==> config.mk <==
export PLATFORM = sky130hd
export DESIGN_NAME = sorted_list_engine_flat
export DESIGN_NICKNAME = d
export VERILOG_FILES = /design/src/hw/rtl/sle_pkg.sv /design/src/hw/rtl/sle_if.sv /design/src/hw/rtl/sle_cell.sv /design/src/hw/rtl/sle_ctrl.sv /design/src/hw/rtl/sorted_list_engine.sv /design/src/flat_wrapper.sv
export SDC_FILE = /design/constraint.sdc
export NUM_CORES = 2
export LEC_CHECK = 0
export ABC_CLOCK_PERIOD_IN_PS = 6150
export BUFFER_PORTS_ARGS = -buffer_cell sky130_fd_sc_hd__buf_2
export CAP_MARGIN = 5
export CELL_PAD_IN_SITES_DETAIL_PLACEMENT = 0
export CELL_PAD_IN_SITES_GLOBAL_PLACEMENT = 1
export CORE_ASPECT_RATIO = 1.4
export CORE_MARGIN = 2
export CORE_UTILIZATION = 35
export CTS_CLUSTER_DIAMETER = 80
export DETAILED_ROUTE_END_ITERATION = 8
export PLACE_DENSITY_LB_ADDON = 0.1
export REMOVE_ABC_BUFFERS = 1
export SYNTH_ARGS = -nofsm -noshare
export SYNTH_HDL_FRONTEND = slang
export SYNTH_SLANG_ARGS = --single-unit
==> constraint.sdc <==
create_clock -name clk -period 6.15 [get_ports clk]
set_clock_uncertainty 0.2 [all_clocks]
set_input_delay 0 -clock clk [delete_from_list [all_inputs] [get_ports clk]]
set_output_delay 0 -clock clk [all_outputs]
set_load 0.03 [all_outputs]
==> src/hw/rtl/sle_pkg.sv <==
// sle_pkg: shared types, codes and constants of the sorted list engine
package sle_pkg;

  localparam int unsigned CAPACITY_DEF = 32;
  localparam int unsigned CMD_W        = 2;
  localparam int unsigned VAL_W        = 32;
  localparam int unsigned STATUS_W     = 2;
  localparam int unsigned COUNT_OUT_W  = 6;

  localparam logic [CMD_W-1:0] CMD_INSERT = 2'd0;
  localparam logic [CMD_W-1:0] CMD_REMOVE = 2'd1;
  localparam logic [CMD_W-1:0] CMD_SEARCH = 2'd2;

  localparam logic [STATUS_W-1:0] ST_OK        = 2'd0;
  localparam logic [STATUS_W-1:0] ST_EMPTY     = 2'd1;
  localparam logic [STATUS_W-1:0] ST_NOT_FOUND = 2'd2;
  localparam logic [STATUS_W-1:0] ST_FULL      = 2'd3;

  typedef enum logic [1:0] {
    SLE_IDLE,
    SLE_CMP,
    SLE_APPLY
  } sle_state_t;

  typedef struct packed {
    logic in_ready;
    logic cmp_en;
    logic apply_go;
  } sle_ctrl_t;

  typedef struct packed {
    logic                    cmp_en;
    logic                    ins_en;
    logic                    rem_en;
    logic signed [VAL_W-1:0] key;
  } sle_op_t;

  typedef struct packed {
    logic                    lt;
    logic signed [VAL_W-1:0] value;
  } sle_link_t;

endpackage

==> src/hw/rtl/sle_if.sv <==
// sle_if: request and result channel interfaces of the sorted list engine
interface sle_in_if;
  logic                                  valid;
  logic                                  ready;
  logic [sle_pkg::CMD_W-1:0]             command;
  logic signed [sle_pkg::VAL_W-1:0]      value;

  modport source (output valid, command, value, input ready);
  modport sink (input valid, command, value, output ready);
endinterface

interface sle_out_if;
  logic                                  valid;
  logic                                  ready;
  logic [sle_pkg::STATUS_W-1:0]          status;
  logic                                  has_previous;
  logic signed [sle_pkg::VAL_W-1:0]      previous_value;
  logic [sle_pkg::COUNT_OUT_W-1:0]       entry_count;

  modport source (output valid, status, has_previous, previous_value, entry_count,
                  input ready);
  modport sink (input valid, status, has_previous, previous_value, entry_count,
                output ready);
endinterface

==> src/hw/rtl/sle_cell.sv <==
// sle_cell: one storage cell of the sorted row, compares and shifts with its neighbours
module sle_cell #(
  parameter int unsigned Idx  = 0,
  parameter int unsigned CntW = 6
) (
  input  logic                clk,
  input  logic                rst_n,
  input  sle_pkg::sle_op_t    op,
  input  logic [CntW-1:0]     count,
  input  sle_pkg::sle_link_t  left_in,
  input  sle_pkg::sle_link_t  right_in,
  output sle_pkg::sle_link_t  link_out,
  output logic                hit,
  output logic                pred
);

  logic                             occupied;
  logic                             at_pos;
  logic                             lt_r, lt_nxt;
  logic                             eq_r, eq_nxt;
  logic signed [sle_pkg::VAL_W-1:0] value_r, value_nxt;

  assign occupied = CntW'(Idx) < count;
  assign at_pos   = !lt_r && left_in.lt;

  always_comb begin
    lt_nxt = lt_r;
    eq_nxt = eq_r;
    if (op.cmp_en) begin
      lt_nxt = occupied && (value_r < op.key);
      eq_nxt = occupied && (value_r == op.key);
    end
  end

  always_comb begin
    value_nxt = value_r;
    if (op.ins_en) begin
      if (at_pos) begin
        value_nxt = op.key;
      end else if (!lt_r) begin
        value_nxt = left_in.value;
      end
    end else if (op.rem_en && !lt_r) begin
      value_nxt = right_in.value;
    end
  end

  always_ff @(posedge clk) begin
    if (!rst_n) begin
      lt_r <= 1'b0;
      eq_r <= 1'b0;
    end else begin
      lt_r <= lt_nxt;
      eq_r <= eq_nxt;
    end
  end

  always_ff @(posedge clk) begin
    value_r <= value_nxt;
  end

  assign link_out.lt    = lt_r;
  assign link_out.value = value_r;
  assign hit            = at_pos && eq_r;
  assign pred           = lt_r && !right_in.lt;

endmodule

==> src/hw/rtl/sle_ctrl.sv <==
// sle_ctrl: request sequencer, accept then compare then apply
module sle_ctrl (
  input  logic                clk,
  input  logic                rst_n,
  input  logic                in_valid,
  input  logic                out_free,
  output sle_pkg::sle_ctrl_t  ctrl
);

  sle_pkg::sle_state_t state_r, state_nxt;

  always_comb begin
    state_nxt = state_r;
    case (state_r)
      sle_pkg::SLE_IDLE:  if (in_valid) state_nxt = sle_pkg::SLE_CMP;
      sle_pkg::SLE_CMP:   state_nxt = sle_pkg::SLE_APPLY;
      sle_pkg::SLE_APPLY: if (out_free) state_nxt = sle_pkg::SLE_IDLE;
      default:            state_nxt = sle_pkg::SLE_IDLE;
    endcase
  end

  always_comb begin
    ctrl = '0;
    case (state_r)
      sle_pkg::SLE_IDLE:  ctrl.in_ready = 1'b1;
      sle_pkg::SLE_CMP:   ctrl.cmp_en   = 1'b1;
      sle_pkg::SLE_APPLY: ctrl.apply_go = out_free;
      default:            ctrl = '0;
    endcase
  end

  always_ff @(posedge clk) begin
    if (!rst_n) begin
      state_r <= sle_pkg::SLE_IDLE;
    end else begin
      state_r <= state_nxt;
    end
  end

endmodule

==> src/hw/rtl/sorted_list_engine.sv <==
// sorted_list_engine: sorted store of signed keys built as a row of compare-and-shift cells
//
// in_ch carries requests (command, value); out_ch returns one result per request:
// status, has_previous, previous_value and entry_count after the request.
// Commands: insert keeps ascending order and goes ahead of equal keys, remove
// deletes one matching key, search reports the predecessor of the first match.
// A request is accepted in IDLE, all cells compare their stored key with it in
// CMP, and the row shifts and the result register loads in APPLY. The result
// becomes valid at the same edge at which in_ch.ready returns, so the block
// takes no new request until the last one has been applied. The result
// register lets the next request be accepted and compared while a result
// waits; if out_ch stalls, the update of that request is held until the
// waiting result is taken.
// Reset (rst_n low, synchronous) empties the store and drops any pending
// result; stored keys need no clearing as only occupied cells are read.
module sorted_list_engine #(
  parameter int unsigned Capacity = sle_pkg::CAPACITY_DEF
) (
  input logic       clk,
  input logic       rst_n,
  sle_in_if.sink    in_ch,
  sle_out_if.source out_ch
);

  localparam int unsigned CntW = $clog2(Capacity + 1);

  sle_pkg::sle_ctrl_t               ctrl;
  sle_pkg::sle_op_t                 op;
  sle_pkg::sle_link_t               cell_link [Capacity];
  logic [Capacity-1:0]              cell_hit;
  logic [Capacity-1:0]              cell_pred;

  logic [sle_pkg::CMD_W-1:0]        cmd_r, cmd_nxt;
  logic signed [sle_pkg::VAL_W-1:0] key_r, key_nxt;
  logic [CntW-1:0]                  count_r, count_nxt;

  logic                             out_valid_r, out_valid_nxt;
  logic [sle_pkg::STATUS_W-1:0]     status_r, status_nxt;
  logic                             has_prev_r, has_prev_nxt;
  logic signed [sle_pkg::VAL_W-1:0] prev_r, prev_nxt;

  logic                             out_free;
  logic                             full;
  logic                             found;
  logic                             pred_any;
  logic signed [sle_pkg::VAL_W-1:0] pred_value;

  assign out_free = !out_valid_r || out_ch.ready;
  assign full     = count_r == CntW'(Capacity);

  sle_ctrl u_ctrl (
    .clk      (clk),
    .rst_n    (rst_n),
    .in_valid (in_ch.valid),
    .out_free (out_free),
    .ctrl     (ctrl)
  );

  assign in_ch.ready = ctrl.in_ready;

  always_comb begin
    found      = 1'b0;
    pred_any   = 1'b0;
    pred_value = '0;
    for (int i = 0; i < Capacity; i++) begin
      found    = found | cell_hit[i];
      pred_any = pred_any | cell_pred[i];
      if (cell_pred[i]) begin
        pred_value = pred_value | cell_link[i].value;
      end
    end
  end

  assign op.cmp_en = ctrl.cmp_en;
  assign op.ins_en = ctrl.apply_go && (cmd_r == sle_pkg::CMD_INSERT) && !full;
  assign op.rem_en = ctrl.apply_go && (cmd_r == sle_pkg::CMD_REMOVE) && found;
  assign op.key    = key_r;

  for (genvar g = 0; g < Capacity; g++) begin : g_cell
    sle_pkg::sle_link_t left_link;
    sle_pkg::sle_link_t right_link;

    if (g == 0) begin : g_first
      assign left_link = '{lt: 1'b1, value: '0};
    end else begin : g_mid_l
      assign left_link = cell_link[g-1];
    end

    if (g == Capacity - 1) begin : g_last
      assign right_link = '{lt: 1'b0, value: '0};
    end else begin : g_mid_r
      assign right_link = cell_link[g+1];
    end

    sle_cell #(
      .Idx  (g),
      .CntW (CntW)
    ) u_cell (
      .clk      (clk),
      .rst_n    (rst_n),
      .op       (op),
      .count    (count_r),
      .left_in  (left_link),
      .right_in (right_link),
      .link_out (cell_link[g]),
      .hit      (cell_hit[g]),
      .pred     (cell_pred[g])
    );
  end

  // request capture
  always_comb begin
    cmd_nxt = cmd_r;
    key_nxt = key_r;
    if (in_ch.valid && ctrl.in_ready) begin
      cmd_nxt = in_ch.command;
      key_nxt = in_ch.value;
    end
  end

  always_comb begin
    count_nxt = count_r;
    if (op.ins_en) begin
      count_nxt = count_r + CntW'(1);
    end else if (op.rem_en) begin
      count_nxt = count_r - CntW'(1);
    end
  end

  // result
  always_comb begin
    status_nxt   = sle_pkg::ST_OK;
    has_prev_nxt = 1'b0;
    prev_nxt     = '0;
    case (cmd_r)
      sle_pkg::CMD_INSERT: begin
        if (full) status_nxt = sle_pkg::ST_FULL;
      end
      sle_pkg::CMD_REMOVE: begin
        if (count_r == '0) begin
          status_nxt = sle_pkg::ST_EMPTY;
        end else if (!found) begin
          status_nxt = sle_pkg::ST_NOT_FOUND;
        end
      end
      sle_pkg::CMD_SEARCH: begin
        if (count_r == '0) begin
          status_nxt = sle_pkg::ST_EMPTY;
        end else if (!found) begin
          status_nxt = sle_pkg::ST_NOT_FOUND;
        end else if (pred_any) begin
          has_prev_nxt = 1'b1;
          prev_nxt     = pred_value;
        end
      end
      default: status_nxt = sle_pkg::ST_OK;
    endcase
  end

  always_comb begin
    out_valid_nxt = out_valid_r;
    if (ctrl.apply_go) begin
      out_valid_nxt = 1'b1;
    end else if (out_ch.ready) begin
      out_valid_nxt = 1'b0;
    end
  end

  always_ff @(posedge clk) begin
    if (!rst_n) begin
      count_r     <= '0;
      out_valid_r <= 1'b0;
    end else begin
      count_r     <= count_nxt;
      out_valid_r <= out_valid_nxt;
    end
  end

  always_ff @(posedge clk) begin
    cmd_r <= cmd_nxt;
    key_r <= key_nxt;
    if (ctrl.apply_go) begin
      status_r   <= status_nxt;
      has_prev_r <= has_prev_nxt;
      prev_r     <= prev_nxt;
    end
  end

  assign out_ch.valid          = out_valid_r;
  assign out_ch.status         = status_r;
  assign out_ch.has_previous   = has_prev_r;
  assign out_ch.previous_value = prev_r;
  assign out_ch.entry_count    = sle_pkg::COUNT_OUT_W'(count_r);

  a_count_bound: assert property (@(posedge clk) disable iff (!rst_n)
    count_r <= CntW'(Capacity))
    else $error("stored count beyond capacity");

  a_count_only_on_apply: assert property (@(posedge clk) disable iff (!rst_n)
    $past(rst_n) && !$past(ctrl.apply_go) |-> $stable(count_r))
    else $error("stored count changed outside an update");

  a_full_means_at_capacity: assert property (@(posedge clk) disable iff (!rst_n)
    out_valid_r && (status_r == sle_pkg::ST_FULL) |-> full)
    else $error("full reported below capacity");

  a_one_hit_at_most: assert property (@(posedge clk) disable iff (!rst_n)
    $onehot0(cell_hit))
    else $error("more than one cell claims the match");

endmodule

==> src/flat_wrapper.sv <==
// flat-port wrapper written by rule: the top's interface ports become plain ports
module sorted_list_engine_flat 
#(
  parameter int unsigned Capacity = sle_pkg::CAPACITY_DEF
)
  (clk, rst_n, in_ch_valid, in_ch_command, in_ch_value, in_ch_ready, out_ch_valid, out_ch_status, out_ch_has_previous, out_ch_previous_value, out_ch_entry_count, out_ch_ready);
  sle_in_if in_ch_i ();
  sle_out_if out_ch_i ();
  input logic clk;
  input logic rst_n;
  input wire logic [$bits(in_ch_i.valid)-1:0] in_ch_valid;
  input wire logic [$bits(in_ch_i.command)-1:0] in_ch_command;
  input wire logic [$bits(in_ch_i.value)-1:0] in_ch_value;
  output wire logic [$bits(in_ch_i.ready)-1:0] in_ch_ready;
  output wire logic [$bits(out_ch_i.valid)-1:0] out_ch_valid;
  output wire logic [$bits(out_ch_i.status)-1:0] out_ch_status;
  output wire logic [$bits(out_ch_i.has_previous)-1:0] out_ch_has_previous;
  output wire logic [$bits(out_ch_i.previous_value)-1:0] out_ch_previous_value;
  output wire logic [$bits(out_ch_i.entry_count)-1:0] out_ch_entry_count;
  input wire logic [$bits(out_ch_i.ready)-1:0] out_ch_ready;
  assign in_ch_i.valid = in_ch_valid;
  assign in_ch_i.command = in_ch_command;
  assign in_ch_i.value = in_ch_value;
  assign in_ch_ready = in_ch_i.ready;
  assign out_ch_valid = out_ch_i.valid;
  assign out_ch_status = out_ch_i.status;
  assign out_ch_has_previous = out_ch_i.has_previous;
  assign out_ch_previous_value = out_ch_i.previous_value;
  assign out_ch_entry_count = out_ch_i.entry_count;
  assign out_ch_i.ready = out_ch_ready;
  sorted_list_engine #(.Capacity(Capacity)) u_core (.clk(clk), .rst_n(rst_n), .in_ch(in_ch_i), .out_ch(out_ch_i));
endmodule
==> flow_summary.toml <==
[worst_setup_path]
cp-end-kind = "flip-flop"
crit_path_start_kind = "flip-flop"
crit_path_cell_trace = "buf_4, inv_1, ha_1, nand2_1, nor2_1, nand4_1, nor4_1, buf_4, o22ai_1, o311ai_0"
r2r-end = "u_core.g_cell[27].u_cell.lt_r"
rrSetupSlack_ps = 1160
cp_top_family = "simple AND/OR/NAND/NOR gates"
path_class = "flip-flop to flip-flop"
critPathSlowestCell = "nor4_1"
r2r_cells = 10
cp_common_cell = "buf_4"
cp_max_fo = 32
crit_buf_inv = 3
arrival_ps = 5570
slowest_delay_ps = 1070
crit_required_ps = 6720
r2r-start = "u_core.key_r[23]"

[final_layout]
drive_gt1_share_pct = 8.037
fin_nets = 9629
ff_latch_area_um2 = 34290
nFillCells = 23870
syn_to_final_growth_pct = 13.33
final_cells = 11930
multi_input_area_um2 = 48370
final_util_pct = 39.88

[logic_synthesis]
yosysSeqAreaShare_pct = 40.53
synth_top_family_by_area = "compound AO/OA/AOI/OAI gates"
yosysWarnings = 0
syn_area_per_cell_um2 = 9.915
synthAdderAreaFrac_pct = 15.25
syn_inst = 8531
synth_xor_xnor_area_share_pct = 0.05177
synthSimpleGateAreaFrac_pct = 11.82
synth-compound-area-share_pct = 18.17
synth.distinct_cells = 68
synth_ff_type = "edfxtp_1"
syn-cell-area_um2 = 84580
async_flop_share_pct = 0
synth-edff-count = 1093
synth_mux_area_share_pct = 11.14
synth-seq-cells = 1166

[power]
power.switching_mw = 5.645
p_seq_share_pct = 43.2
swShare_pct = 27.68
comb_power_share_pct = 10.5
power_leakage_nw = 36.03
powerDensity_nw_per_um2 = 212.7
pwr-share-clk_pct = 46.3
intPower_mw = 14.75
peakVddDrop_v = 0.0002109
total_power_mw = 20.39

[hold_path]
holdPathEnd = "u_core.out_ch.entry_count[5]"
min_path_cells = 5
hp-start = "rst_n"
hold_path_class = "primary input to flip-flop"

[status]
violations = "max-capacitance violations, max-slew violations"
status = "finished with violations"

[clock_network]
numCtsBuffers = 154
cts_setup_buffers = 0
clkTransAtPathRegs_ps = 60
cts.sinks = 1166
ctsLongestPathBuffers = 4
cts-root-buf = "clkbuf_16"
cts_tree = "done"
cts_htree_levels = 4
clk_latency_ps = 900

[sta]
hold_violations = 0
fin_crit_sh_pct = 81.18
worst-slew-pin-transition_ps = 1542
drv_slew = 9
grt_setup_unrepaired = "no"
relSlewSlack_pct = -3.755
max_freq_ghz = 0.2003
finalCriticalPeriod_ps = 4993
setup_viol = 0

[floorplan]
die-area_um2 = 245700
start_util_pct = 35.19
io_pins = 81
rows = 213
dieHeight_um = 585.7
die_x_um = 419.5
coreArea_um2 = 240400

[routing]
ant_nets = 0
wl_um = 513100
first_iter_violations = 10720
firstDrtPassIters = 8
drcViolationCount = 0
viasPerCell = 6.540
detail_route.wl_per_cell_um = 43.01
vias = 78030

[grt]
gr-total-overflow = 0
grt_usage_pct = 40.75
grt_pass1_vias = 73730
antenna_found_initial = 29
grt_max_degree = 185
grt_first_pass_wirelength_um = 677600

[place]
dp_hpwl_um = 365700
gp_congestion = 1.042
portBuffers = 80
dp.cells = 11560

[flow_run]
max_cap_violations = 3
[placed cells by master, fill, tap and decap left out, types with 101 or more instances in the layout]
cell type / synthesis / routed
nor2_1: 223 / 190
clkbuf_16: 0 / 156
nand2_1: 1256 / 1256
ha_1: 1031 / 1031
a22o_1: 101 / 101
buf_4: 1 / 266
a221oi_1: 107 / 104
a22oi_1: 331 / 331
edfxtp_1: 1093 / 1093
mux2i_1: 941 / 941
nand4_1: 313 / 313
o21ai_0: 1106 / 1099
a21o_1: 153 / 153
a21oi_1: 464 / 463
[flip-flops by register name (all words and copies together), names as in the netlist]
signal / flops
u_core.cmd_r: 2
u_core.out_ch.previous_value: 32
u_core.key_r: 32
u_core.out_ch.valid: 1
u_core.u_ctrl.state_r: 2
u_core.out_ch.status: 2
u_core.out_ch.has_previous: 1
u_core.g_cell.u_cell.lt_r: 32
u_core.g_cell.u_cell.value_r: 1024
u_core.out_ch.entry_count: 6
u_core.g_cell.u_cell.eq_r: 32
[cells in the mapped netlist, types with 84 or more instances]
library cell,number,share of area [%]
edfxtp_1,1093,39
nand4_1,313,2.3
clkbuf_1,472,2.1
inv_1,90,0.40
nor2_1,223,0.99
ha_1,1031,15
o21ai_0,1106,6.5
a21oi_1,464,2.7
nand2_1,1256,5.6
mux2i_1,941,11
nand3_1,84,0.50
a22oi_1,331,2.9
a221oi_1,107,1.1
a22o_1,101,1.0
a21o_1,153,1.4
[worst max-delay path by stage]
stage / depth (start not counted) / end / slack (ps) / start
5_1_grt: 8 / u_core.g_cell[17].u_cell.value_r[18] / 1050 / u_core.out_ch.entry_count[1]
3_3_place_gp: 9 / u_core.g_cell[2].u_cell.lt_r / -830 / u_core.key_r[31]
6_report: 10 / u_core.g_cell[27].u_cell.lt_r / 1160 / u_core.key_r[23]
4_1_cts: 8 / u_core.g_cell[17].u_cell.value_r[18] / 1330 / u_core.out_ch.entry_count[1]
2_1_floorplan: 5 / u_core.g_cell[12].u_cell.value_r[0] / -38780 / u_core.out_ch.valid
3_5_place_dp: 8 / u_core.g_cell[17].u_cell.value_r[18] / 1370 / u_core.out_ch.entry_count[1]
[metrics by stage]
stage | setup WS (ps) | setup TNS, ps | area (um^2) | hold slack, ps
global route | 1052 | 0 | 95800 | 124.1
global placement | -829.8 | -829.8 | 90020 | -24.13
floorplan | -38780 | - | 82350 | -101.1
finish | 1157 | 0 | 95860 | 91.86
CTS | 1334 | 0 | 95760 | 75.82
detailed placement | 1367 | 0 | 90100 | -21.90
[worst register-to-register path, stage by stage (launching register included)]
cell and delay, ps:
edfxtp_1 340, buf_4 410, inv_1 500, ha_1 480, nand2_1 70, nor2_1 470
nand4_1 620, nor4_1 1080, buf_4 320, o22ai_1 130, o311ai_0 300
[layer usage]
layer  vias to the layer above  share of wire, %  global-route usage [%]
met5                         -             0.022                 0.07883
met4                        16                12                   40.97
met3                      1452               7.4                   6.886
met2                      4582                44                   62.10
met1                     39080                37                   47.65
li1                      32900                 -                       -
[final cells by class]
class,instances,share of cell area [%]
multi-input cells,6693,50.46
flip-flops and latches,1166,35.77
clock buffers,187,4.236
well taps,3225,4.210
repair buffers,454,3.972
clock inverters,81,0.9046
inverters,91,0.3563
diodes,34,0.08876
[cell families after synthesis]
group	after synthesis
DFF	1166
AOI/OAI and AO/OA	2515
and+or+nand+nor	2201
buffers and inverters	672
xor gates and xnor gates	5
muxes	941
adders and majority gates	1031
[power groups by stage]
stage / logic [mW] / clock network [mW] / registers (mW)
2_1_floorplan: 1.19 / 0 / 9.00
3_3_place_gp: 1.98 / 0 / 8.97
3_5_place_dp: 2.03 / 0 / 8.97
4_1_cts: 2.07 / 9.55 / 8.80
5_1_grt: 2.26 / 9.79 / 8.81
6_report: 2.14 / 9.44 / 8.81
[timing repair]
action                                 in CTS  in global routing
hold buffers                               73                  0
resized for setup                           0                  0
endpoints found under the hold margin      82                  0
Power figures use the tool's default switching activity.
